===== src/rtl/ecm_pkg.sv =====
`timescale 1ns / 1ps
// ----------------------------------------------------------------------------
// ecm_pkg
// Shared word types and constants for the exon-to-transcript CDS mapper.
// ----------------------------------------------------------------------------
package ecm_pkg;

    // Reciprocal of three for a 32-bit dividend: q = (x * RECIP3) >> QSHIFT
    localparam logic [31:0] RECIP3 = 32'hAAAA_AAAB;
    localparam int          QSHIFT = 33;

    // One exon block of a record
    typedef struct packed {
        logic [30:0] record_start;
        logic [30:0] coding_start;
        logic [30:0] coding_end;
        logic        minus_strand;
        logic [30:0] block_offset;
        logic [30:0] block_length;
        logic        last_block;
    } t_in_word;

    // One mapped record
    typedef struct packed {
        logic signed [31:0] cds_first;
        logic signed [31:0] cds_last;
        logic        [31:0] transcript_length;
        logic               start_hit;
        logic               end_hit;
    } t_out_word;

    // Record totals after the last block
    typedef struct packed {
        logic [31:0] start_off;
        logic [31:0] end_off;
        logic [31:0] length;
        logic        minus_strand;
        logic        start_hit;
        logic        end_hit;
    } t_acc_word;

    // Strand-corrected positions and signed span
    typedef struct packed {
        logic [31:0] first;
        logic [31:0] span;
        logic [31:0] mag;
        logic [31:0] length;
        logic        start_hit;
        logic        end_hit;
    } t_span_word;

endpackage


===== src/rtl/ecm_accum.sv =====
`timescale 1ns / 1ps
// ----------------------------------------------------------------------------
// ecm_accum
// Input register and per-record state: running length and boundary hits.
// Emits the record totals when the last block leaves the input register.
// ----------------------------------------------------------------------------
module ecm_accum
    import ecm_pkg::*;
(
    input  logic      i_clk,
    input  logic      i_rst_n,
    input  logic      i_in_valid,
    output logic      o_in_ready,
    input  t_in_word  i_in_data,
    output logic      o_acc_valid,
    input  logic      i_acc_ready,
    output t_acc_word o_acc_data
);

    t_in_word    r_in;
    logic        r_in_valid;
    logic [31:0] r_run_len;
    logic [31:0] r_start_off;
    logic [31:0] r_end_off;
    logic        r_start_seen;
    logic        r_end_seen;

    logic        w_adv;
    logic [31:0] w_bstart;
    logic [32:0] w_bend;
    logic [31:0] w_cs;
    logic [31:0] w_ce;
    logic        w_cs_in;
    logic        w_ce_in;
    logic [31:0] n_run_len;
    logic [31:0] n_start_off;
    logic [31:0] n_end_off;
    logic        n_start_seen;
    logic        n_end_seen;

    // Move the held word on unless a last block waits for the next stage
    assign w_adv       = r_in_valid && (!r_in.last_block || i_acc_ready);
    assign o_in_ready  = !r_in_valid || w_adv;
    assign o_acc_valid = r_in_valid && r_in.last_block;

    // Locate the block span and test both boundaries, ends included
    always_comb begin
        w_bstart = {1'b0, r_in.record_start} + {1'b0, r_in.block_offset};
        w_bend   = {1'b0, w_bstart} + {2'b00, r_in.block_length};
        w_cs     = {1'b0, r_in.coding_start};
        w_ce     = {1'b0, r_in.coding_end};
        w_cs_in  = (w_bstart <= w_cs) && ({1'b0, w_cs} <= w_bend);
        w_ce_in  = (w_bstart <= w_ce) && ({1'b0, w_ce} <= w_bend);
        n_run_len    = r_run_len + {1'b0, r_in.block_length};
        n_start_off  = w_cs_in ? (w_cs - w_bstart + r_run_len) : r_start_off;
        n_end_off    = w_ce_in ? (w_ce - w_bstart + r_run_len) : r_end_off;
        n_start_seen = r_start_seen || w_cs_in;
        n_end_seen   = r_end_seen || w_ce_in;
    end

    // Record totals as seen with the current block folded in
    always_comb begin
        o_acc_data.start_off    = n_start_off;
        o_acc_data.end_off      = n_end_off;
        o_acc_data.length       = n_run_len;
        o_acc_data.minus_strand = r_in.minus_strand;
        o_acc_data.start_hit    = n_start_seen;
        o_acc_data.end_hit      = n_end_seen;
    end

    // Hold the incoming word
    always_ff @(posedge i_clk) begin
        if (!i_rst_n) begin
            r_in_valid <= 1'b0;
        end else if (o_in_ready) begin
            r_in_valid <= i_in_valid;
        end
    end

    always_ff @(posedge i_clk) begin
        if (o_in_ready && i_in_valid) begin
            r_in <= i_in_data;
        end
    end

    // Advance the record state; clear it after the last block
    always_ff @(posedge i_clk) begin
        if (!i_rst_n) begin
            r_run_len    <= '0;
            r_start_off  <= '0;
            r_end_off    <= '0;
            r_start_seen <= 1'b0;
            r_end_seen   <= 1'b0;
        end else if (w_adv) begin
            if (r_in.last_block) begin
                r_run_len    <= '0;
                r_start_off  <= '0;
                r_end_off    <= '0;
                r_start_seen <= 1'b0;
                r_end_seen   <= 1'b0;
            end else begin
                r_run_len    <= n_run_len;
                r_start_off  <= n_start_off;
                r_end_off    <= n_end_off;
                r_start_seen <= n_start_seen;
                r_end_seen   <= n_end_seen;
            end
        end
    end

endmodule


===== src/rtl/ecm_mirror.sv =====
`timescale 1ns / 1ps
// ----------------------------------------------------------------------------
// ecm_mirror
// Strand correction: mirror and swap on the minus strand, then form the
// signed coding span and its magnitude.
// ----------------------------------------------------------------------------
module ecm_mirror
    import ecm_pkg::*;
(
    input  logic       i_clk,
    input  logic       i_rst_n,
    input  logic       i_acc_valid,
    output logic       o_acc_ready,
    input  t_acc_word  i_acc_data,
    output logic       o_span_valid,
    input  logic       i_span_ready,
    output t_span_word o_span_data
);

    t_acc_word   r_acc;
    logic        r_acc_valid;
    logic [31:0] w_first;
    logic [31:0] w_lastpos;
    logic [31:0] w_span;

    assign o_acc_ready  = !r_acc_valid || i_span_ready;
    assign o_span_valid = r_acc_valid;

    // Mirror against the total length and swap for the minus strand
    always_comb begin
        if (r_acc.minus_strand) begin
            w_first   = r_acc.length - r_acc.end_off;
            w_lastpos = r_acc.length - r_acc.start_off;
        end else begin
            w_first   = r_acc.start_off;
            w_lastpos = r_acc.end_off;
        end
        w_span = w_lastpos - w_first;
        o_span_data.first     = w_first;
        o_span_data.span      = w_span;
        o_span_data.mag       = w_span[31] ? (32'd0 - w_span) : w_span;
        o_span_data.length    = r_acc.length;
        o_span_data.start_hit = r_acc.start_hit;
        o_span_data.end_hit   = r_acc.end_hit;
    end

    always_ff @(posedge i_clk) begin
        if (!i_rst_n) begin
            r_acc_valid <= 1'b0;
        end else if (o_acc_ready) begin
            r_acc_valid <= i_acc_valid;
        end
    end

    always_ff @(posedge i_clk) begin
        if (o_acc_ready && i_acc_valid) begin
            r_acc <= i_acc_data;
        end
    end

endmodule


===== src/rtl/ecm_trim.sv =====
`timescale 1ns / 1ps
// ----------------------------------------------------------------------------
// ecm_trim
// Trims the coding span toward zero to a multiple of three. The remainder
// comes from a reciprocal multiply, registered, then a small correction.
// Ends in the output register.
// ----------------------------------------------------------------------------
module ecm_trim
    import ecm_pkg::*;
(
    input  logic       i_clk,
    input  logic       i_rst_n,
    input  logic       i_span_valid,
    output logic       o_span_ready,
    input  t_span_word i_span_data,
    output logic       o_out_valid,
    input  logic       i_out_ready,
    output t_out_word  o_out_data
);

    localparam int QW = 64 - QSHIFT;

    t_span_word  r_sp;
    logic        r_sp_valid;
    logic [31:0] r_q_first;
    logic [31:0] r_q_span;
    logic [1:0]  r_q_mag_lo;
    logic [QW-1:0] r_q_quot;
    logic [31:0] r_q_length;
    logic        r_q_start_hit;
    logic        r_q_end_hit;
    logic        r_q_valid;
    t_out_word   r_out;
    logic        r_out_valid;

    logic        w_out_ready;
    logic        w_q_ready;
    logic [63:0] w_prod;
    logic [1:0]  w_q3_lo;
    logic [1:0]  w_rem;
    logic [31:0] w_trim;

    // Ready chain lets bubbles collapse while the output waits
    assign w_out_ready  = !r_out_valid || i_out_ready;
    assign w_q_ready    = !r_q_valid || w_out_ready;
    assign o_span_ready = !r_sp_valid || w_q_ready;
    assign o_out_valid  = r_out_valid;
    assign o_out_data   = r_out;

    // Quotient by three of the span magnitude
    assign w_prod = {32'd0, r_sp.mag} * {32'd0, RECIP3};

    // Remainder from the low bits only, then trim toward zero
    always_comb begin
        w_q3_lo = r_q_quot[1:0] + {r_q_quot[0], 1'b0};
        w_rem   = r_q_mag_lo - w_q3_lo;
        if (r_q_span[31]) begin
            w_trim = r_q_span + {30'd0, w_rem};
        end else begin
            w_trim = r_q_span - {30'd0, w_rem};
        end
    end

    // Span stage
    always_ff @(posedge i_clk) begin
        if (!i_rst_n) begin
            r_sp_valid <= 1'b0;
        end else if (o_span_ready) begin
            r_sp_valid <= i_span_valid;
        end
    end

    always_ff @(posedge i_clk) begin
        if (o_span_ready && i_span_valid) begin
            r_sp <= i_span_data;
        end
    end

    // Quotient stage
    always_ff @(posedge i_clk) begin
        if (!i_rst_n) begin
            r_q_valid <= 1'b0;
        end else if (w_q_ready) begin
            r_q_valid <= r_sp_valid;
        end
    end

    always_ff @(posedge i_clk) begin
        if (w_q_ready && r_sp_valid) begin
            r_q_first     <= r_sp.first;
            r_q_span      <= r_sp.span;
            r_q_mag_lo    <= r_sp.mag[1:0];
            r_q_quot      <= w_prod[63:QSHIFT];
            r_q_length    <= r_sp.length;
            r_q_start_hit <= r_sp.start_hit;
            r_q_end_hit   <= r_sp.end_hit;
        end
    end

    // Output register
    always_ff @(posedge i_clk) begin
        if (!i_rst_n) begin
            r_out_valid <= 1'b0;
        end else if (w_out_ready) begin
            r_out_valid <= r_q_valid;
        end
    end

    always_ff @(posedge i_clk) begin
        if (w_out_ready && r_q_valid) begin
            r_out.cds_first         <= r_q_first;
            r_out.cds_last          <= r_q_first + w_trim;
            r_out.transcript_length <= r_q_length;
            r_out.start_hit         <= r_q_start_hit;
            r_out.end_hit           <= r_q_end_hit;
        end
    end

endmodule


===== src/rtl/exon_cds_coordinate_mapper.sv =====
`timescale 1ns / 1ps
// ----------------------------------------------------------------------------
// exon_cds_coordinate_mapper
// Maps a transcript's coding region from genome to transcript coordinates.
// ----------------------------------------------------------------------------
// Usage:
//   Input channel (i_in_valid / o_in_ready / i_in_data) takes one exon block
//   per word; all blocks of a record repeat the record and coding fields, and
//   the final block carries last_block. Output channel (o_out_valid /
//   i_out_ready / o_out_data) gives one word per record, none for other
//   blocks.
//   Throughput: one block per cycle while no last block waits in the input
//   register for a full next stage. The running length and the hit offsets
//   are computed combinationally from the input register and record state.
//   Path: a last block passes the input register, strand stage, span stage,
//   reciprocal-multiply stage and output register, in that order.
//   Reset: synchronous, active low; clears all record state and empties the
//   pipeline. No clearing pass is needed.
//   Stall: while i_out_ready is low the result holds in the output register;
//   blocks keep flowing in until a last block waits on full stages behind it.
// ----------------------------------------------------------------------------
module exon_cds_coordinate_mapper
    import ecm_pkg::*;
(
    input  logic      i_clk,
    input  logic      i_rst_n,
    input  logic      i_in_valid,
    output logic      o_in_ready,
    input  t_in_word  i_in_data,
    output logic      o_out_valid,
    input  logic      i_out_ready,
    output t_out_word o_out_data
);

    logic       w_acc_valid;
    logic       w_acc_ready;
    t_acc_word  w_acc_data;
    logic       w_span_valid;
    logic       w_span_ready;
    t_span_word w_span_data;

    // Fold blocks into record totals
    ecm_accum u_accum (
        .i_clk       (i_clk),
        .i_rst_n     (i_rst_n),
        .i_in_valid  (i_in_valid),
        .o_in_ready  (o_in_ready),
        .i_in_data   (i_in_data),
        .o_acc_valid (w_acc_valid),
        .i_acc_ready (w_acc_ready),
        .o_acc_data  (w_acc_data)
    );

    // Correct for strand and form the span
    ecm_mirror u_mirror (
        .i_clk        (i_clk),
        .i_rst_n      (i_rst_n),
        .i_acc_valid  (w_acc_valid),
        .o_acc_ready  (w_acc_ready),
        .i_acc_data   (w_acc_data),
        .o_span_valid (w_span_valid),
        .i_span_ready (w_span_ready),
        .o_span_data  (w_span_data)
    );

    // Trim to whole codons and drive the result
    ecm_trim u_trim (
        .i_clk        (i_clk),
        .i_rst_n      (i_rst_n),
        .i_span_valid (w_span_valid),
        .o_span_ready (w_span_ready),
        .i_span_data  (w_span_data),
        .o_out_valid  (o_out_valid),
        .i_out_ready  (i_out_ready),
        .o_out_data   (o_out_data)
    );

endmodule

===== config.mk =====
export PLATFORM = sky130hd
export DESIGN_NAME = exon_cds_coordinate_mapper
export DESIGN_NICKNAME = d
export VERILOG_FILES = /design/src/rtl/ecm_pkg.sv /design/src/rtl/ecm_accum.sv /design/src/rtl/ecm_mirror.sv /design/src/rtl/ecm_trim.sv /design/src/rtl/exon_cds_coordinate_mapper.sv
export SDC_FILE = /design/constraint.sdc
export NUM_CORES = 2
export LEC_CHECK = 0
export BUFFER_PORTS_ARGS = -buffer_cell sky130_fd_sc_hd__buf_4
export CAP_MARGIN = 30
export CORE_ASPECT_RATIO = 1.1
export CORE_UTILIZATION = 45
export CTS_CLUSTER_DIAMETER = 120
export CTS_CLUSTER_SIZE = 20
export DETAILED_ROUTE_END_ITERATION = 8
export HOLD_SLACK_MARGIN = 0.08
export PLACE_DENSITY = 0.71
export SKIP_LAST_GASP = 1
export SLEW_MARGIN = 20
export SYNTH_ARGS = -nofsm -noshare
export SYNTH_HDL_FRONTEND = slang
export SYNTH_HIERARCHICAL = 1
export SYNTH_SLANG_ARGS = --single-unit

===== constraint.sdc =====
create_clock -name i_clk -period 28.3 [get_ports i_clk]
set_input_delay 2.83 -clock i_clk [delete_from_list [all_inputs] [get_ports i_clk]]
set_output_delay 2.83 -clock i_clk [all_outputs]
set_load 0.1 [all_outputs]

Word level (Yosys, flattened, before mapping)
Index checks and enable logic that the tools add are counted.

$lt $le $gt $ge: 4. Multipliers: 1. Reduce and logical (&&, ||, !) cells: 23. Add/sub/neg operators: 16. Mux-type cells: 11.

Operator list (number): 32-bit two-way mux (8); 32-bit adder (3); 32-bit subtractor (3); 31-bit by 33-bit <= comparator with 1-bit output (2); 32-bit by 31-bit <= comparator with 1-bit output (2); 31-bit by 32-bit subtractor with 32-bit output (2); 32-bit by 32-bit multiplier with 35-bit output (second input constant) (1); 32-bit by 31-bit adder with 33-bit output (1); 31-bit by 31-bit adder with 32-bit output (1); 32-bit by 2-bit adder with 32-bit output (1); 32-bit by 31-bit adder with 32-bit output (1); 1-bit by 32-bit subtractor with 32-bit output (first input constant) (1); 32-bit by 2-bit subtractor with 32-bit output (1); 31-bit two-way mux (1); 1-bit logical AND (9); 1-bit logical OR (8); 1-bit logical NOT (6); 2-bit adder (1); 1-bit two-way mux (2); 2-bit subtractor (1).

Logic and storage cells: 97. Register bits after elaboration: 689. Bits of input ports: 161. Output and inout port bits: 100.

Depth between registers and ports, before layout
Word-level depth: 9. Mapped depth: 38. Depth with buffers taken out: 36.

Cells and area by module
The synthesis kept the hierarchy.

Modules (own cells, without submodules): ecm_trim (times used 1, sequential area each 9969.6 µm², cells an instance 1603, area an instance 21790.9 µm²); ecm_accum (times used 1, sequential area each 6696.4 µm², cells an instance 2046, area an instance 20702.4 µm²); ecm_mirror (times used 1, sequential area each 2992.9 µm², cells an instance 1072, area an instance 9499.1 µm²).

Least setup slack after synthesis
No wires, ideal clock.

Path type: input to register. Start point: input i_out_ready. End point: register u_trim.r_q_end_hit (enable). Path slack: 17.270 ns. Arrival time: 10.311 ns. Stages: 2. Path buffers: 0. Data required time: 27.581 ns. Library setup time: 0.719 ns. Cell sequence: nor2b_1 -> a21boi_0.

Word-level cells in the longest chain between the ends: 3.

Ends and longest elaborated chain: start: declaration (RTL line exon_cds_coordinate_mapper.sv:31) `input logic i_out_ready,`; 1-bit logical OR (RTL line ecm_trim.sv:44) `assign w_out_ready = !r_out_valid || i_out_ready;`; 1-bit logical OR (RTL line ecm_trim.sv:45) `assign w_q_ready = !r_q_valid || w_out_ready;`; 1-bit logical AND (RTL line ecm_trim.sv:89) `if (w_q_ready && r_sp_valid) begin`; end signal: assignment (RTL line ecm_trim.sv:96) `r_q_end_hit <= r_sp.end_hit;`; end: declaration (RTL line ecm_trim.sv:31) `logic r_q_end_hit;`.

No other way between the ends. A chain may end at the register's enable or synchronous reset.

==> flow_metrics.tcl <==
set metrics [dict create \
    status "finished clean" \
    grt_use_total_pct 22.6 \
    rr_worst_depth 32 \
    async_reset_ff_share_pct 0 \
    multi_input_area_sq_um 29500 \
    die_h_um 359 \
    root_buffer "clkbuf_16" \
    drv_slew 0 \
    slowest_delay_ns 0.72 \
    rsz0062_at_grt "no" \
    syn-instance-count 4721 \
    synth_fp_nets 5797 \
    drive_gt1_share_pct 8.86 \
    worst_pin_slew_ns 0.909 \
    io_buffers 260 \
    hold_class "flip-flop to flip-flop" \
    cts_resized 0 \
    postSynthAreaPerCell_sq_um 11.0 \
    gp_congestion 0.963 \
    cts-htree-levels 2 \
    ios 261 \
    hold_slack_ns 0.411 \
    initial_utilization_pct 45.5 \
    ant_nets 0 \
    netlist.area_leader.share_pct 33.8 \
    rows 130 \
    vias_per_cell 5.50 \
    grt_max_degree 87 \
    drcViolationCount 0 \
    num_vias 35700 \
    setup-violations-final 0 \
    holdPathEnd "u_trim/o_out_data[25]$_DFFE_PP_" \
    crit_path_max_fanout 64 \
    hpwl_mm 112 \
    wirelength_mm 133 \
    reg2reg_slack_ns 19.70 \
    cts_buffers 42 \
    worstSkewPairLatency_ns 0.68 \
    synth-main-ff-cell "edfxtp_1" \
    first_global_vias 36100 \
    grt_pass1_wl_mm 202 \
    crit_path_top_delay_cell "a2111oi_0" \
    synth_edf_count 586 \
    hold_viol 0 \
    core_region_area_sq_um 114000 \
    crit_type "flip-flop to flip-flop" \
    dr.pass1.iters 5 \
    arrival_ns 8.98 \
    max_freq_ghz 0.116 \
    cts.sinks 689 \
    yosysSeqAreaShare_pct 37.8 \
    reg2reg_from "u_accum/r_in[126]$_DFFE_PP_" \
    ctsHoldBuffers 0 \
    nNetsFinal 6029 \
    yosys.area.top_type "edfxtp_1" \
    chipWidth_um 326 \
    fin_crit_sh_pct 30.4 \
    cap_violations 0 \
    fin_skew_ns 0.0622 \
    regToRegEndpoint "u_mirror/r_acc[55]$_DFFE_PP_" \
    period_minus_slack_ns 8.60 \
    syn_area_sq_um 52000 \
    area_growth_pct 9.26 \
    cts_buffer_depth 3 \
    setup-tns-final_ns 0 \
    antenna_found_initial 3 \
    dr.first_iter.drc_count 1938 \
    yosys-top-cells-area "edfxtp_1 34%, ha_1 15%, fa_1 11%, inv_1 4.4%, dfxtp_1 4.0%" \
    slew_headroom_pct 37.9 \
    ys.warnings.count 6 \
    end_kind "flip-flop" \
    synth.distinct_cells 102 \
    wl_per_cell_um 20.4 \
    grt_remaining_overflow 0 \
    worstHoldPathCells 0 \
    path_clk_slew_ns 0.08 \
    cts_setup_buffers 0 \
    tritoncts "yes" \
    worst_setup_path_start_kind "flip-flop" \
    fill_cells 10300 \
    dieArea_sq_um 117000 \
    required_ns 28.69 \
    seq_area_sq_um 19700 \
    holdCritStartpoint "u_trim/r_q_length[23]$_DFFE_PP_" \
    ys_ff_latch 689 \
]
[through the flow]
| stage | util (%) | worst slack, ns | instance area [sq um] | std cells |
|---|---|---|---|---|
| after CTS | 49.7 | 19.78 | 56800 | 6496 |
| after global placement | 48.6 | 19.95 | 55500 | 6426 |
| final | 49.7 | 19.70 | 56800 | 6498 |
| after detailed placement | 48.6 | 19.82 | 55500 | 6426 |
| after global routing | 49.7 | 19.01 | 56800 | 6498 |
| after floorplan | - | 17.27 | 52000 | 4721 |
[cell families (layout without fill, tap and decap cells)]
| kind of cell | after synthesis | count (layout) | share of synthesized area (%) |
|---|---|---|---|
| adders and majority gates | 917 | 917 | 26.1 |
| muxes | 97 | 97 | 2.16 |
| xor gates and xnor gates | 334 | 334 | 5.66 |
| and+or+nand+nor | 842 | 842 | 8.06 |
| DFF | 689 | 689 | 37.8 |
| other | 0 | 1 | 0 |
| buffers and inverters | 711 | 969 | 5.53 |
| AOI/OAI and AO/OA | 1131 | 1131 | 14.7 |
[state kept, by name (all words and copies together) (netlist names), 34 cells and up]
signal / count
u_mirror/r_acc: 65
u_trim/r_sp: 130
u_accum/r_in: 156
u_trim/o_out_data: 98
u_mirror/o_span_data: 34
[critical path, delay by kind of cell, from the launching register on]
kind	cells	cell delay [ns]
buffers and inverters	2	0.42
DFF	1	0.35
adders and majority gates	5	1.51
xor gates and xnor gates	1	0.37
and+or+nand+nor	7	1.63
AOI/OAI and AO/OA	16	3.58
muxes	1	0.40
[worst max-delay path by stage]
stage	start	cells after the start	endpoint	slack [ns]
6_report	u_accum/r_in[126]$_DFFE_PP_	32	u_mirror/r_acc[55]$_DFFE_PP_	19.70
5_1_grt	u_accum/r_in[126]$_DFFE_PP_	30	u_mirror/r_acc[37]$_DFFE_PP_	19.01
4_1_cts	u_accum/r_in[126]$_DFFE_PP_	32	u_mirror/r_acc[55]$_DFFE_PP_	19.78
3_5_place_dp	u_accum/r_in[126]$_DFFE_PP_	32	u_mirror/r_acc[38]$_DFFE_PP_	19.82
3_3_place_gp	u_accum/r_in[32]$_DFFE_PP_	32	u_mirror/r_acc[38]$_DFFE_PP_	19.95
2_1_floorplan	i_out_ready	2	u_trim/r_q_end_hit$_DFFE_PP_	17.27
[synth_stat cells (all sizes together), types with 43 or more instances]
cell / number
a21o: 174
a21oi: 290
buf: 64
dfxtp: 103
edfxtp: 586
fa: 278
ha: 637
inv: 612
mux2i: 60
nand2: 211
nand2b: 43
nand3: 86
nor2: 192
nor2b: 73
nor3: 45
o21a: 63
o21ai: 194
o21bai: 43
xnor2: 222
xor2: 111
[layout by cell type, fill, tap and decap left out, types with 15 or more instances in the layout]
master | synthesis | routed
a211oi_1 | 38 | 38
a21boi_0 | 29 | 28
a21o_1 | 174 | 174
a21oi_1 | 287 | 287
a22oi_1 | 23 | 23
a31oi_1 | 26 | 25
a32o_1 | 34 | 34
and2_1 | 25 | 23
and3_1 | 28 | 28
buf_4 | 40 | 285
clkbuf_1 | 33 | 18
clkbuf_16 | 0 | 42
dfxtp_1 | 103 | 103
edfxtp_1 | 586 | 586
fa_1 | 278 | 278
ha_1 | 637 | 637
inv_1 | 612 | 612
mux2_4 | 28 | 28
mux2i_1 | 60 | 60
nand2_1 | 211 | 211
nand2b_1 | 43 | 43
nand3_1 | 86 | 86
nand4_1 | 38 | 38
nor2_1 | 192 | 190
nor2b_1 | 73 | 72
nor3_1 | 45 | 45
o211ai_1 | 21 | 21
o21a_1 | 63 | 63
o21ai_0 | 186 | 185
o21bai_1 | 43 | 43
o31ai_1 | 25 | 25
o32ai_1 | 32 | 32
or2_2 | 24 | 25
or3_1 | 15 | 15
xnor2_1 | 222 | 222
xor2_1 | 111 | 111
[per-layer routing]
metal | vias up | wire [um] | part of all wire [%] | GRT usage, %
met3 | 220 | 5520 | 4.2 | 2.38
li1 | 17400 | - | - | -
met1 | 17200 | 55600 | 42 | 27.7
met4 | 0 | 6450 | 4.9 | 10.1
met2 | 898 | 65200 | 49 | 40.1
met5 | - | 0 | 0 | 0
[layout make-up]
class                   instances  share of cell area (%)
repair buffers                286                    3.81
inverters                     613                    4.05
multi-input cells            3321                    52.0
clock inverters                10                   0.227
clock buffers                  60                    1.97
well taps                    1518                    3.34
flip-flops and latches        689                    34.6
diodes                          1                 0.00441
Power is not shown: default switching activity piles up to over one toggle a cycle in this logic, so the estimate is an artifact.
